### config.mk
export PLATFORM = sky130hd
export DESIGN_NAME = antialiased_line_rasterizer
export DESIGN_NICKNAME = d
export VERILOG_FILES = /design/src/rtl/alr_pkg.sv /design/src/rtl/alr_mul.sv /design/src/rtl/alr_div.sv /design/src/rtl/antialiased_line_rasterizer.sv
export VERILOG_INCLUDE_DIRS = /design/src /design/src/rtl
export SDC_FILE = /design/constraint.sdc
export NUM_CORES = 2
export LEC_CHECK = 0
export BUFFER_PORTS_ARGS = -buffer_cell sky130_fd_sc_hd__buf_2
export CAP_MARGIN = 20
export CORE_MARGIN = 2
export CORE_UTILIZATION = 25
export CTS_CLUSTER_DIAMETER = 50
export CTS_CLUSTER_SIZE = 8
export DETAILED_ROUTE_END_ITERATION = 12
export GPL_TIMING_DRIVEN = 0
export HOLD_SLACK_MARGIN = 0.03
export PLACE_DENSITY = 0.42
export SKIP_CTS_REPAIR_TIMING = 1
export SYNTH_ARGS = -nofsm -noshare
export SYNTH_HDL_FRONTEND = slang
export SYNTH_SLANG_ARGS = --single-unit
export TNS_END_PERCENT = 1
### constraint.sdc
create_clock -name aclk -period 23.5 [get_ports aclk]
set_input_delay 4.7 -clock aclk [delete_from_list [all_inputs] [get_ports aclk]]
set_output_delay 4.7 -clock aclk [all_outputs]
set_load 0.02 [all_outputs]
### src/rtl/assert_macros.svh
// ---------------------------------------------------------------------------
// Assertion macros
// Concurrent assertion wrappers; they expand to nothing in synthesis.
// ---------------------------------------------------------------------------
`ifndef ASSERT_MACROS_SVH
`define ASSERT_MACROS_SVH

`ifndef SYNTHESIS

// Check that cons holds in the same cycle as ante
`define ASSERT_IMPLIES(lbl, clk, rst_n, ante, cons) \
    lbl: assert property (@(posedge clk) disable iff (!rst_n) (ante) |-> (cons)) \
        else $error("assertion failed: same-cycle implication");

// Check that cons holds in the cycle after ante
`define ASSERT_NEXT(lbl, clk, rst_n, ante, cons) \
    lbl: assert property (@(posedge clk) disable iff (!rst_n) (ante) |=> (cons)) \
        else $error("assertion failed: next-cycle implication");

`else

`define ASSERT_IMPLIES(lbl, clk, rst_n, ante, cons)
`define ASSERT_NEXT(lbl, clk, rst_n, ante, cons)

`endif

`endif

### src/rtl/alr_pkg.sv
// ---------------------------------------------------------------------------
// Antialiased line rasterizer package
// Fixed-point formats, widths, operation codes and the rounding helper.
// ---------------------------------------------------------------------------
`timescale 1ns / 1ps
`default_nettype none

package alr_pkg;

    // Coordinate and slope formats
    localparam int COORD_INT_BITS  = 11;
    localparam int COORD_FRAC_BITS = 4;
    localparam int SLOPE_FRAC_BITS = 16;

    localparam int CW      = COORD_INT_BITS + COORD_FRAC_BITS; // endpoint width
    localparam int COL_W   = COORD_INT_BITS + 1;               // rounded column
    localparam int PIX_W   = 12;                               // pixel x / y
    localparam int IW      = 8;                                // intensity
    localparam int SLOPE_W = SLOPE_FRAC_BITS + 2;              // signed slope
    localparam int Y_W     = 30;                               // signed crossing
    localparam int GAP_W   = COORD_FRAC_BITS + 2;              // x gap, CF+1 frac
    localparam int DIFF_W  = COORD_FRAC_BITS + 2;              // signed round offset
    localparam int COV_W   = SLOPE_FRAC_BITS + 1;              // coverage, 0..1.0
    localparam int Q_W     = SLOPE_FRAC_BITS + 1;              // slope magnitude

    // Shared multiplier operand widths
    localparam int MUL_A_W = 24;
    localparam int MUL_B_W = 9;
    localparam int MUL_P_W = MUL_A_W + MUL_B_W;

    // Right shift that turns coverage * gap * peak into an intensity
    localparam int INT_SHIFT = SLOPE_FRAC_BITS + COORD_FRAC_BITS + 1;

    localparam logic [SLOPE_W-1:0] SLOPE_ONE  = SLOPE_W'(2 ** SLOPE_FRAC_BITS);
    localparam logic [COV_W-1:0]   COV_ONE    = COV_W'(2 ** SLOPE_FRAC_BITS);
    localparam logic [GAP_W-1:0]   GAP_FULL   = GAP_W'(2 ** (COORD_FRAC_BITS + 1));
    localparam logic [CW:0]        ROUND_HALF = (CW + 1)'((2 ** COORD_FRAC_BITS) / 2);
    localparam logic [IW-1:0]      PEAK_RESET = IW'(255);

    // Input item operation codes
    typedef enum logic {
        OP_START = 1'b0,
        OP_STEP  = 1'b1
    } op_t;

    // Round a fixed-point coordinate to the nearest integer (half rounds up)
    function automatic logic [COL_W-1:0] round_coord(input logic [CW-1:0] c);
        logic [CW:0] s;
        s = {1'b0, c} + ROUND_HALF;
        return s[CW:COORD_FRAC_BITS];
    endfunction

endpackage

`default_nettype wire

### src/rtl/alr_mul.sv
// ---------------------------------------------------------------------------
// Shared multiplier
// Signed multiplier with a registered product and a load enable.
// ---------------------------------------------------------------------------
`timescale 1ns / 1ps
`default_nettype none

module alr_mul
    import alr_pkg::*;
(
    input  wire logic                       aclk,
    input  wire logic                       mul_en,
    input  wire logic signed [MUL_A_W-1:0]  mul_a,
    input  wire logic signed [MUL_B_W-1:0]  mul_b,
    output logic signed [MUL_P_W-1:0]       mul_p
);

    logic signed [MUL_P_W-1:0] prod_reg;

    // Capture a new product; hold it otherwise
    always_ff @(posedge aclk) begin
        if (mul_en) begin
            prod_reg <= mul_a * mul_b;
        end
    end

    assign mul_p = prod_reg;

endmodule

`default_nettype wire

### src/rtl/alr_div.sv
// ---------------------------------------------------------------------------
// Slope divider
// Restoring divider, one quotient bit per cycle: (dividend << SF) / divisor.
// The dividend must not exceed the divisor, so the quotient fits in SF+1 bits.
// ---------------------------------------------------------------------------
`timescale 1ns / 1ps
`default_nettype none

module alr_div
    import alr_pkg::*;
(
    input  wire logic             aclk,
    input  wire logic             aresetn,
    input  wire logic             div_start,
    input  wire logic [CW-1:0]    div_dividend,
    input  wire logic [CW-1:0]    div_divisor,
    output logic                  div_done,
    output logic [Q_W-1:0]        div_quotient
);

    localparam int NUM_W = CW + SLOPE_FRAC_BITS;
    localparam int CNT_W = $clog2(Q_W + 1);

    logic [NUM_W-1:0] num;
    logic [CW-1:0]    rem_reg;
    logic [Q_W-1:0]   shift_reg;
    logic [Q_W-1:0]   quot_reg;
    logic [CW-1:0]    divisor_reg;
    logic [CNT_W-1:0] cnt_reg;
    logic             busy_reg;
    logic             done_reg;
    logic [CW:0]      partial;
    logic [CW:0]      trial;
    logic             fits;

    // Scaled dividend; the high part seeds the remainder
    assign num = {div_dividend, {SLOPE_FRAC_BITS{1'b0}}};

    // Shift in the next dividend bit and try the subtraction
    assign partial = {rem_reg, shift_reg[Q_W-1]};
    assign trial   = partial - {1'b0, divisor_reg};
    assign fits    = !trial[CW];

    always_ff @(posedge aclk) begin
        if (!aresetn) begin
            busy_reg <= 1'b0;
            done_reg <= 1'b0;
            cnt_reg  <= '0;
        end else begin
            done_reg <= 1'b0;
            if (div_start) begin
                busy_reg    <= 1'b1;
                cnt_reg     <= CNT_W'(Q_W);
                rem_reg     <= CW'(num[NUM_W-1:Q_W]);
                shift_reg   <= num[Q_W-1:0];
                divisor_reg <= div_divisor;
            end else if (busy_reg) begin
                rem_reg   <= fits ? trial[CW-1:0] : partial[CW-1:0];
                shift_reg <= {shift_reg[Q_W-2:0], 1'b0};
                quot_reg  <= {quot_reg[Q_W-2:0], fits};
                cnt_reg   <= cnt_reg - CNT_W'(1);
                if (cnt_reg == CNT_W'(1)) begin
                    busy_reg <= 1'b0;
                    done_reg <= 1'b1;
                end
            end
        end
    end

    assign div_done     = done_reg;
    assign div_quotient = quot_reg;

endmodule

`default_nettype wire

### src/rtl/antialiased_line_rasterizer.sv
// ---------------------------------------------------------------------------
// Antialiased line rasterizer
// Wu-style line drawing on fixed-point endpoints, one pixel per output word.
// ---------------------------------------------------------------------------
// A start word (tuser = 0) carries two endpoints with 4 fraction bits. The
// block swaps axes for steep lines, orders the endpoints, divides once for
// the slope and then sends the four weighted pixels of the two end columns.
// Each step word (tuser = 1) sends the two pixels of the next interior
// column; a step with no open segment sends nothing. The final pixel of a
// segment has tlast set. Equal endpoints give one pixel at peak intensity.
// One small sequencer drives a shared registered multiplier through the
// COV, PEAK and EMIT states for each pixel, and a one-bit-per-cycle divider
// of 17 iterations. s_tready is high only between words, so a new word waits
// until every pixel of the last one is in the output register. The user must
// write peak_intensity through cfg_valid / cfg_data while idle; not enforced.
// ---------------------------------------------------------------------------
`timescale 1ns / 1ps
`default_nettype none
`include "assert_macros.svh"

module antialiased_line_rasterizer
    import alr_pkg::*;
(
    input  wire logic        aclk,
    input  wire logic        aresetn,

    // Configuration write: peak_intensity
    input  wire logic        cfg_valid,
    output logic             cfg_ready,
    input  wire logic [7:0]  cfg_data,

    // Input words
    input  wire logic        s_tvalid,
    output logic             s_tready,
    input  wire logic [63:0] s_tdata,   // x_start, y_start, x_end, y_end
    input  wire logic [0:0]  s_tuser,   // operation

    // Pixel words
    output logic             m_tvalid,
    input  wire logic        m_tready,
    output logic [31:0]      m_tdata,   // pixel_x, pixel_y, intensity
    output logic             m_tlast    // last
);

    typedef enum logic [3:0] {
        S_IDLE,
        S_SWAP,
        S_ORDER,
        S_SLOPE,
        S_DIV,
        S_YEND,
        S_YADD,
        S_COV,
        S_PEAK,
        S_EMIT
    } state_t;

    state_t               state_reg;
    logic                 steep_reg;
    logic                 active_reg;
    logic                 step_mode_reg;
    logic                 zero_reg;
    logic [1:0]           pix_reg;
    logic [COL_W-1:0]     cur_col_reg;
    logic [COL_W-1:0]     final_col_reg;
    logic [Y_W-1:0]       crossing_reg;
    logic [Y_W-1:0]       yend_reg;
    logic [SLOPE_W-1:0]   slope_reg;
    logic [IW-1:0]        peak_reg;
    logic [CW-1:0]        xa_reg;
    logic [CW-1:0]        ya_reg;
    logic [CW-1:0]        xb_reg;
    logic [CW-1:0]        yb_reg;

    logic                 m_tvalid_reg;
    logic [PIX_W-1:0]     m_px_reg;
    logic [PIX_W-1:0]     m_py_reg;
    logic [IW-1:0]        m_int_reg;
    logic                 m_last_reg;

    // Setup
    logic [CW-1:0]        adx;
    logic [CW-1:0]        ady;
    logic                 steep_c;
    logic [CW-1:0]        dx_c;
    logic                 dy_neg_c;
    logic [CW-1:0]        dy_mag_c;
    logic [COL_W-1:0]     xr_a;
    logic [COL_W-1:0]     xr_b;
    logic                 interior_c;

    // Divider
    logic                 div_start;
    logic                 div_done;
    logic [Q_W-1:0]       div_quotient;
    logic [SLOPE_W-1:0]   quot_ext;

    // End column
    logic                 end_sel;
    logic [CW-1:0]        x_sel;
    logic [CW-1:0]        y_sel;
    logic [COL_W-1:0]     xr_sel;
    logic [CW:0]          diff_full;
    logic [DIFF_W-1:0]    diff_sel;
    logic [GAP_W-2:0]     frac_odd;
    logic [GAP_W-1:0]     gap_sel;
    logic [COV_W-1:0]     cov_sel;
    logic [Y_W-1:0]       y_scaled;
    logic [Y_W-1:0]       slope_ext;
    logic [Y_W-1:0]       yend_next;

    // Multiplier
    logic                        mul_en;
    logic signed [MUL_A_W-1:0]   mul_a;
    logic signed [MUL_B_W-1:0]   mul_b;
    logic signed [MUL_P_W-1:0]   mul_p;
    logic signed [MUL_P_W-1:0]   mul_p_shr;

    // Pixel
    logic                 emit_load;
    logic [PIX_W-1:0]     col_out;
    logic [PIX_W-1:0]     row_out;
    logic [IW-1:0]        int_out;
    logic                 last_out;
    logic                 step_last;

    // ---------------------------------------------------------------------
    // Setup arithmetic on the endpoint registers
    // ---------------------------------------------------------------------
    assign adx     = (xa_reg > xb_reg) ? (xa_reg - xb_reg) : (xb_reg - xa_reg);
    assign ady     = (ya_reg > yb_reg) ? (ya_reg - yb_reg) : (yb_reg - ya_reg);
    assign steep_c = ady > adx;

    assign dx_c       = xb_reg - xa_reg;
    assign dy_neg_c   = yb_reg < ya_reg;
    assign dy_mag_c   = dy_neg_c ? (ya_reg - yb_reg) : (yb_reg - ya_reg);
    assign xr_a       = round_coord(xa_reg);
    assign xr_b       = round_coord(xb_reg);
    assign interior_c = xr_b > (xr_a + COL_W'(1));

    assign div_start = (state_reg == S_SLOPE) && (dx_c != '0);
    assign quot_ext  = SLOPE_W'(div_quotient);

    alr_div u_div (
        .aclk         (aclk),
        .aresetn      (aresetn),
        .div_start    (div_start),
        .div_dividend (dy_mag_c),
        .div_divisor  (dx_c),
        .div_done     (div_done),
        .div_quotient (div_quotient)
    );

    // ---------------------------------------------------------------------
    // End column terms: rounded column, rounding offset, x gap, coverage
    // ---------------------------------------------------------------------
    assign end_sel   = pix_reg[1];
    assign x_sel     = end_sel ? xb_reg : xa_reg;
    assign y_sel     = end_sel ? yb_reg : ya_reg;
    assign xr_sel    = round_coord(x_sel);
    assign diff_full = {xr_sel, {COORD_FRAC_BITS{1'b0}}} - {1'b0, x_sel};
    assign diff_sel  = diff_full[DIFF_W-1:0];
    assign frac_odd  = {x_sel[COORD_FRAC_BITS-1:0], 1'b1};

    always_comb begin
        priority if (step_mode_reg) begin
            gap_sel = GAP_FULL;
        end else if (end_sel) begin
            gap_sel = {1'b0, frac_odd};
        end else begin
            gap_sel = GAP_FULL - {1'b0, frac_odd};
        end
    end

    // Lower pixel gets 1 - frac, upper pixel gets frac
    assign cov_sel = pix_reg[0] ? {1'b0, yend_reg[SLOPE_FRAC_BITS-1:0]}
                                : COV_ONE - {1'b0, yend_reg[SLOPE_FRAC_BITS-1:0]};

    // Endpoint y: y scaled to the slope format plus floored slope * offset
    assign mul_p_shr = mul_p >>> COORD_FRAC_BITS;
    assign y_scaled  = Y_W'({y_sel, {(SLOPE_FRAC_BITS - COORD_FRAC_BITS){1'b0}}});
    assign slope_ext = {{(Y_W - SLOPE_W){slope_reg[SLOPE_W-1]}}, slope_reg};
    assign yend_next = y_scaled + mul_p_shr[Y_W-1:0];

    // ---------------------------------------------------------------------
    // Shared multiplier operands per sequencer step
    // ---------------------------------------------------------------------
    always_comb begin
        mul_en = 1'b1;
        unique case (state_reg)
            S_YEND: begin
                mul_a = {{(MUL_A_W - SLOPE_W){slope_reg[SLOPE_W-1]}}, slope_reg};
                mul_b = {{(MUL_B_W - DIFF_W){diff_sel[DIFF_W-1]}}, diff_sel};
            end
            S_COV: begin
                mul_a = {{(MUL_A_W - COV_W){1'b0}}, cov_sel};
                mul_b = {{(MUL_B_W - GAP_W){1'b0}}, gap_sel};
            end
            S_PEAK: begin
                mul_a = mul_p[MUL_A_W-1:0];
                mul_b = {{(MUL_B_W - IW){1'b0}}, peak_reg};
            end
            default: begin
                mul_en = 1'b0;
                mul_a  = '0;
                mul_b  = '0;
            end
        endcase
    end

    alr_mul u_mul (
        .aclk   (aclk),
        .mul_en (mul_en),
        .mul_a  (mul_a),
        .mul_b  (mul_b),
        .mul_p  (mul_p)
    );

    // ---------------------------------------------------------------------
    // Pixel word assembly
    // ---------------------------------------------------------------------
    assign emit_load = (state_reg == S_EMIT) && (!m_tvalid_reg || m_tready);
    assign step_last = pix_reg[0] && ((cur_col_reg + COL_W'(1)) == final_col_reg);

    always_comb begin
        priority if (zero_reg) begin
            col_out  = PIX_W'(round_coord(xa_reg));
            row_out  = PIX_W'(round_coord(ya_reg));
            int_out  = peak_reg;
            last_out = 1'b1;
        end else if (step_mode_reg) begin
            col_out  = PIX_W'(cur_col_reg);
            row_out  = yend_reg[SLOPE_FRAC_BITS+PIX_W-1:SLOPE_FRAC_BITS]
                     + PIX_W'(pix_reg[0]);
            int_out  = mul_p[INT_SHIFT+IW-1:INT_SHIFT];
            last_out = step_last;
        end else begin
            col_out  = PIX_W'(xr_sel);
            row_out  = yend_reg[SLOPE_FRAC_BITS+PIX_W-1:SLOPE_FRAC_BITS]
                     + PIX_W'(pix_reg[0]);
            int_out  = mul_p[INT_SHIFT+IW-1:INT_SHIFT];
            last_out = (pix_reg == 2'd3) && !active_reg;
        end
    end

    // ---------------------------------------------------------------------
    // Sequencer, segment state and output register
    // ---------------------------------------------------------------------
    always_ff @(posedge aclk) begin
        if (!aresetn) begin
            state_reg     <= S_IDLE;
            steep_reg     <= 1'b0;
            active_reg    <= 1'b0;
            step_mode_reg <= 1'b0;
            zero_reg      <= 1'b0;
            pix_reg       <= '0;
            cur_col_reg   <= '0;
            final_col_reg <= '0;
            crossing_reg  <= '0;
            slope_reg     <= '0;
            peak_reg      <= PEAK_RESET;
            m_tvalid_reg  <= 1'b0;
        end else begin
            if (cfg_valid) begin
                peak_reg <= cfg_data;
            end

            // Drop the word once taken, load a new one when the slot is free
            if (m_tready) begin
                m_tvalid_reg <= 1'b0;
            end
            if (emit_load) begin
                m_tvalid_reg <= 1'b1;
                m_px_reg     <= steep_reg ? row_out : col_out;
                m_py_reg     <= steep_reg ? col_out : row_out;
                m_int_reg    <= int_out;
                m_last_reg   <= last_out;
            end

            unique case (state_reg)
                S_IDLE: begin
                    if (s_tvalid) begin
                        if (s_tuser[0] == OP_STEP) begin
                            if (active_reg) begin
                                yend_reg      <= crossing_reg;
                                step_mode_reg <= 1'b1;
                                zero_reg      <= 1'b0;
                                pix_reg       <= '0;
                                state_reg     <= S_COV;
                            end
                        end else begin
                            xa_reg        <= s_tdata[CW-1:0];
                            ya_reg        <= s_tdata[2*CW-1:CW];
                            xb_reg        <= s_tdata[3*CW-1:2*CW];
                            yb_reg        <= s_tdata[4*CW-1:3*CW];
                            step_mode_reg <= 1'b0;
                            zero_reg      <= 1'b0;
                            pix_reg       <= '0;
                            state_reg     <= S_SWAP;
                        end
                    end
                end
                S_SWAP: begin
                    if ((xa_reg == xb_reg) && (ya_reg == yb_reg)) begin
                        zero_reg   <= 1'b1;
                        steep_reg  <= 1'b0;
                        active_reg <= 1'b0;
                        state_reg  <= S_EMIT;
                    end else begin
                        steep_reg <= steep_c;
                        if (steep_c) begin
                            xa_reg <= ya_reg;
                            ya_reg <= xa_reg;
                            xb_reg <= yb_reg;
                            yb_reg <= xb_reg;
                        end
                        state_reg <= S_ORDER;
                    end
                end
                S_ORDER: begin
                    // Run along the major axis in increasing order
                    if (xa_reg > xb_reg) begin
                        xa_reg <= xb_reg;
                        ya_reg <= yb_reg;
                        xb_reg <= xa_reg;
                        yb_reg <= ya_reg;
                    end
                    state_reg <= S_SLOPE;
                end
                S_SLOPE: begin
                    active_reg    <= interior_c;
                    cur_col_reg   <= xr_a + COL_W'(1);
                    final_col_reg <= xr_b;
                    if (dx_c == '0) begin
                        slope_reg <= SLOPE_ONE;
                        state_reg <= S_YEND;
                    end else begin
                        state_reg <= S_DIV;
                    end
                end
                S_DIV: begin
                    if (div_done) begin
                        slope_reg <= dy_neg_c ? (SLOPE_W'(0) - quot_ext) : quot_ext;
                        state_reg <= S_YEND;
                    end
                end
                S_YEND: begin
                    state_reg <= S_YADD;
                end
                S_YADD: begin
                    yend_reg <= yend_next;
                    // First interior crossing follows the first end column
                    if (!end_sel) begin
                        crossing_reg <= yend_next + slope_ext;
                    end
                    state_reg <= S_COV;
                end
                S_COV: begin
                    state_reg <= S_PEAK;
                end
                S_PEAK: begin
                    state_reg <= S_EMIT;
                end
                S_EMIT: begin
                    if (emit_load) begin
                        priority if (zero_reg) begin
                            state_reg <= S_IDLE;
                        end else if (step_mode_reg) begin
                            if (!pix_reg[0]) begin
                                pix_reg   <= 2'd1;
                                state_reg <= S_COV;
                            end else begin
                                // Advance to the next column
                                cur_col_reg  <= cur_col_reg + COL_W'(1);
                                crossing_reg <= crossing_reg + slope_ext;
                                if (step_last) begin
                                    active_reg <= 1'b0;
                                end
                                state_reg <= S_IDLE;
                            end
                        end else begin
                            pix_reg <= pix_reg + 2'd1;
                            priority if (pix_reg == 2'd3) begin
                                state_reg <= S_IDLE;
                            end else if (pix_reg == 2'd1) begin
                                state_reg <= S_YEND;
                            end else begin
                                state_reg <= S_COV;
                            end
                        end
                    end
                end
                default: begin
                    state_reg <= S_IDLE;
                end
            endcase
        end
    end

    assign cfg_ready = 1'b1;
    assign s_tready  = (state_reg == S_IDLE);
    assign m_tvalid  = m_tvalid_reg;
    assign m_tdata   = {m_int_reg, m_py_reg, m_px_reg};
    assign m_tlast   = m_last_reg;

    // ---------------------------------------------------------------------
    // Assertions
    // ---------------------------------------------------------------------
    `ASSERT_IMPLIES(a_div_done_in_div, aclk, aresetn, div_done, state_reg == S_DIV)
    `ASSERT_NEXT(a_idle_step_no_output, aclk, aresetn, s_tvalid && s_tready && (s_tuser[0] == OP_STEP) && !active_reg, (state_reg == S_IDLE) && !(emit_load))
    `ASSERT_NEXT(a_last_closes_segment, aclk, aresetn, emit_load && last_out, !active_reg)
    `ASSERT_IMPLIES(a_step_two_pixels, aclk, aresetn, step_mode_reg && (state_reg != S_IDLE), pix_reg[1] == 1'b0)

endmodule

`default_nettype wire
* Word-level counts from Yosys, hierarchy flattened *
Index checks and enable logic that the tools add are counted.

word-level totals
  bits in registers = 315
  word-level logic and storage cells = 247
  output and inout bits = 36
  bits of input ports = 78

cells by class
  eq/ne operators = 34
  multipliers = 1
  reductions and logical operators = 40
  bitwise logic cells = 3
  mux-type cells = 110
  add/subtract/negate cells = 21
  $lt $le $gt $ge = 5

operators by type and width
  kind                                                             number
  15-bit 2-to-1 mux                                                27
  15-bit one-hot mux with 3 select lines                           4
  30-bit 2-to-1 mux                                                5
  12-bit 2-to-1 mux                                                9
  28-bit 2-to-1 mux                                                3
  24-bit one-hot mux with 3 select lines                           1
  15-bit by 4-bit adder with 16-bit output, second input constant  4
  30-bit adder                                                     2
  30-bit one-hot mux with 2 select lines                           1
  15-bit subtractor                                                4
  28-bit one-hot mux with 2 select lines                           1
  18-bit 2-to-1 mux                                                3
  17-bit 2-to-1 mux                                                3
  15-bit > comparator                                              3
  4-bit one-hot mux with 10 select lines                           1
  18-bit one-hot mux with 2 select lines                           1
  24-bit by 9-bit multiplier with 33-bit output                    1
  4-bit 2-to-1 mux                                                 8
  28-bit by 29-bit adder with 30-bit output                        1
  15-bit == test                                                   2
  9-bit one-hot mux with 3 select lines                            1
  12-bit by 1-bit adder with 12-bit output, second input constant  2
  2-bit != test, second input constant                             12
  12-bit one-hot mux with 2 select lines                           1
  other kinds (48)                                                 114

* Longest topological paths before layout *
  depth after elaboration = 9
  gate-level depth with buffers = 31
  depth with buffers taken out = 29

* By module *
Synthesis repeated with hierarchy kept, for this count alone.

unflattened totals
  cells, all modules = 3350
  area, all modules = 29822.4 um^2

by module, submodules not included
  module                       cells each  times used  sequential area each (um^2)  area each (um^2)
  antialiased_line_rasterizer  2288        1           5415.2                       18838.1
  alr_mul                      813         1           991.0                        8081.5
  alr_div                      249         1           1581.5                       2902.8

* Worst setup path after synthesis *
Ideal clock, no wire load.

  path type = input port to flip-flop
  start = in aresetn
  end = reg m_int_reg[0] (enable)
  arrival = 7.810 ns
  cell stages on the path = 5
  data required time = 23.036 ns
  setup time = 0.464 ns
  slack = 15.226 ns
  buffers on the path = 3
  cell sequence = clkbuf_1 -> inv_1 -> clkbuf_1 -> clkbuf_1 -> nor3_1

on the way
  word-level cells in the longest chain between the ends = 1

ends and longest elaborated chain
  element                               line                                text
  start, declared                       antialiased_line_rasterizer.sv:25   input wire logic aresetn,
  2-bit AND reduction (no source line)  --
  end signal, assigned                  antialiased_line_rasterizer.sv:276  m_int_reg <= int_out;
  end, declared                         antialiased_line_rasterizer.sv:78   logic [IW-1:0] m_int_reg;

No other way between the ends.
A chain may end at the register's enable or synchronous reset.

* Worst setup path in the final report *
  start = reg xa_reg[3]
  end = reg u_mul.prod_reg[31] (netlist: u_mul.mul_p[31]) (data pin)

on the way
  word-level cells in the longest chain between the ends = 6
  elaborated cells on any way between the ends = 8
  those cells by class = add/sub: 3; mul: 1; mux: 4

ends and longest elaborated chain
  element                                                                           line                                text
  start, declared                                                                   antialiased_line_rasterizer.sv:70   logic [CW-1:0] xa_reg;
  start signal, assigned                                                            antialiased_line_rasterizer.sv:292  xa_reg <= s_tdata[CW-1:0];
  start signal, assigned                                                            antialiased_line_rasterizer.sv:312  xa_reg <= ya_reg;
  start signal, assigned                                                            antialiased_line_rasterizer.sv:323  xa_reg <= xb_reg;
  15-bit 2-to-1 mux (*)                                                             antialiased_line_rasterizer.sv:158  assign x_sel = end_sel ? xb_reg : xa_reg;
  branches (longest 3 deep; another with 15-bit by 4-bit adder with 16-bit output)  --
  9-bit one-hot mux with 3 select lines (*)                                         antialiased_line_rasterizer.sv:190  unique case (state_reg)
  24-bit by 9-bit multiplier with 33-bit output (*)                                 alr_mul.sv:23                       prod_reg <= mul_a * mul_b;
  end signal, assigned                                                              alr_mul.sv:23
  end, declared                                                                     alr_mul.sv:18                       logic signed [MUL_P_W-1:0] prod_reg;

Mark *: on every way between the ends.

==> flow_summary.yaml <==
outcome:
  status: "finished clean"
die:
  die_x_um: 345
  fp.dieH_um: 345
  coreArea_mm2: 0.116
  io_pins: 114
  rows: 125
  start_util: 0.251
  die_area_mm2: 0.119
cts:
  cts.sinks: 297
  htreeDepth: 2
  cts_tree: "done"
  cts.path.max_buffers: 3
  cts_buffers: 53
  clock_latency_ns: 0.62
  cts_root_buffer: "clkbuf_16"
  clkSlewWorstSetupHoldPaths_ns: 0.05
power_and_ir_drop:
  peakVddDrop_uv: 85.0
  leakage_nw: 14.1
  power.density_mw_per_mm2: 136
timing:
  setup_viol_count_final: 0
  finalClockSkew_ns: 0.0390
  rsz0062_at_grt: "false"
  finalMaxSlewViolations: 0
  min_period_ns: 10.27
  hold_violations: 0
  period_share: 0.437
  tns_ns: 0
  fmax_mhz: 97.3
  tightest_slew_ns: 1.17
  slew_headroom: 0.213
route:
  drcViolationCount: 0
  drt_pre_antenna_iters: 7
  ant_nets: 0
  viasPerCell: 4.99
  drt_iter0_markers: 2152
  num_vias: 25200
  wl_per_cell_um: 22.7
  wl_um: 115000
placement:
  gp_congestion: 0.945
  port_buffers: 106
  dpl.cell_count: 4950
  place_hpwl_um: 92800
hold_path:
  hp-class: "register to register"
synthesis:
  ys_warn_count: 0
  synthCells: 3308
  synth.yosys.seq_area_share: 0.273
  synth-edff-count: 201
  ys_seq_elements: 297
  netlist_area_mm2: 0.0291
  async_flop_share: 0
  synth_ff_type: "edfxtp_1"
  synth_fp_nets: 3789
  ys_types: 81
  syn_area_per_cell_um2: 8.81
critical_path:
  required_ns: 23.86
  crit_family: "adder cells"
  arrival_ns: 10.63
  path_class: "register to register"
  worstSetupStartpointType: "register"
  slowest_delay_ns: 0.83
  worst_path_most_repeated_cell: "inv_1"
  crit_buf_inv: 9
  crit_path_top_delay_cell: "mux2i_1"
  cp_max_fo: 10
  end_kind: "register"
job:
  maxCapViolCount: 0
final_layout:
  fill_cells: 12400
  num-nets-final: 3965
  drive_gt1_frac: 0.0826
  area_delta_synth_final_pct: 15.0
  largest_reg_flops: 32
  fin_cells: 5048
  final_util: 0.289
global_routing:
  antenna_found_initial: 5
  track_usage: 0.188
  grt_start_max_net_pins: 61
  grt_pass1_vias: 25300
  grt-ovfl-total: 0
  grt_pass1_wl_um: 169000
[metrics by stage]
step                      hold WS [ns]  instance area [um2]  power, mW  worst slack [ns]
after global routing             0.483                33500       4.90             12.68
after floorplan                  0.442                29100       2.78             15.23
final                            0.471                33500       4.56             13.23
after global placement           0.458                31600       3.74             12.06
after detailed placement         0.461                31700       3.75             13.29
after CTS                        0.470                33500       4.56             13.23
[layout by cell type (no fill, tap or decap), types with 8 or more instances in the layout]
cell       Yosys  layout
a21o_1        51      51
nand3_1       61      61
nand2_1      394     394
or4_1          8       8
a22oi_1       26      26
mux2_2        35      35
a222oi_1      62      62
o211ai_1      13      13
a21boi_0       9       9
buf_2         14     124
xnor2_1      163     163
o31ai_1       17      17
nand4_1       22      22
dfxtp_1       96      96
ha_1         224     224
clkbuf_16      0      57
nor2b_1       28      28
o21ai_1        8       8
nor2_1       313     312
inv_1        315     315
a31oi_1       14      14
or3_1         18      17
o21bai_1      16      16
nor4_1        20      20
a21oi_1      167     166
edfxtp_1     201     201
and2_1        23      23
and3_1        20      20
fa_1         179     179
nand2b_1      37      37
nor3_1        75      73
or2_2         13      13
buf_1          9      10
clkbuf_1     142     156
a211oi_1      20      20
o21ai_0      157     157
xor2_1        69      69
mux2i_1      117     117
o21a_1        37      37
[cells in the mapped netlist (9+ instances only)]
| cell type | n | share of area |
|---|---|---|
| ha_1 | 224 | 0.096 |
| a31oi_1 | 14 | 0.0030 |
| nor3_1 | 75 | 0.013 |
| a21boi_0 | 9 | 0.0023 |
| a222oi_1 | 62 | 0.021 |
| o21bai_1 | 16 | 0.0041 |
| nand3_1 | 61 | 0.010 |
| buf_2 | 14 | 0.0024 |
| o21ai_0 | 157 | 0.027 |
| and2_1 | 23 | 0.0049 |
| buf_1 | 9 | 0.0012 |
| clkbuf_1 | 142 | 0.018 |
| o31ai_1 | 17 | 0.0044 |
| edfxtp_1 | 201 | 0.21 |
| a21oi_1 | 167 | 0.029 |
| or2_2 | 13 | 0.0028 |
| mux2_2 | 35 | 0.014 |
| a22oi_1 | 26 | 0.0067 |
| nand4_1 | 22 | 0.0047 |
| nor2b_1 | 28 | 0.0060 |
| dfxtp_1 | 96 | 0.066 |
| nand2b_1 | 37 | 0.0079 |
| inv_1 | 315 | 0.041 |
| or3_1 | 18 | 0.0039 |
| fa_1 | 179 | 0.12 |
| a21o_1 | 51 | 0.013 |
| and3_1 | 20 | 0.0043 |
| xor2_1 | 69 | 0.021 |
| o211ai_1 | 13 | 0.0033 |
| nor4_1 | 20 | 0.0043 |
| nor2_1 | 313 | 0.040 |
| o21a_1 | 37 | 0.0095 |
| xnor2_1 | 163 | 0.049 |
| mux2i_1 | 117 | 0.040 |
| nand2_1 | 394 | 0.051 |
| a211oi_1 | 20 | 0.0052 |
[logic make-up (layout without fill, tap and decap cells)]
group,after synthesis,in the layout,synth area share
DFF,297,297,0.273
AOI/OAI and AO/OA,679,679,0.156
adders and majority gates,403,403,0.219
buffers and inverters,486,700,0.0644
and+or+nand+nor,1055,1055,0.162
other,1,3,0.000129
muxes,154,154,0.0553
xor gates and xnor gates,233,233,0.0703
[path summary, 6_finish.rpt]
path,slack (ns),from,cells past startpoint,end
worst min-delay path,0.47,final_col_reg[0],2,final_col_reg[0]
worst max-delay path,13.23,xa_reg[3],30,u_mul.mul_p[31]
worst max register to register,13.23,xa_reg[3],30,u_mul.mul_p[31]
worst min register to register,0.47,final_col_reg[0],2,final_col_reg[0]
[area by class of cell]
class | count | area (um2) | area share
inverters | 315 | 1180 | 0.0353
clock inverters | 16 | 176 | 0.00526
well taps | 1524 | 1910 | 0.0569
diodes | 2 | 5.00 | 0.000149
multi-input cells | 2525 | 19300 | 0.577
plain buffers | 171 | 693 | 0.0207
flip-flops and latches | 297 | 7960 | 0.237
clock buffers | 77 | 1560 | 0.0466
repair buffers | 121 | 697 | 0.0208
[tightest hold or removal path: cells and delay by family, from the launching register on]
kind / cells / cell delay (ns)
and+or+nand+nor: 1 / 0.06
DFF: 1 / 0.31
AOI/OAI and AO/OA: 1 / 0.05
[metal layers]
metal,track usage,part of all wire
met1,0.262,0.46
met2,0.303,0.46
met3,0.0299,0.061
met4,0.0475,0.025
met5,0,0.00030
[where the power goes]
| group | internal, mW | switching (mW) |
|---|---|---|
| clock | 0.489 | 0.290 |
| combinational | 1.05 | 1.80 |
| sequential | 0.732 | 0.199 |
| total | 2.27 | 2.29 |
Note: power is estimated with default switching activity, not from simulation.
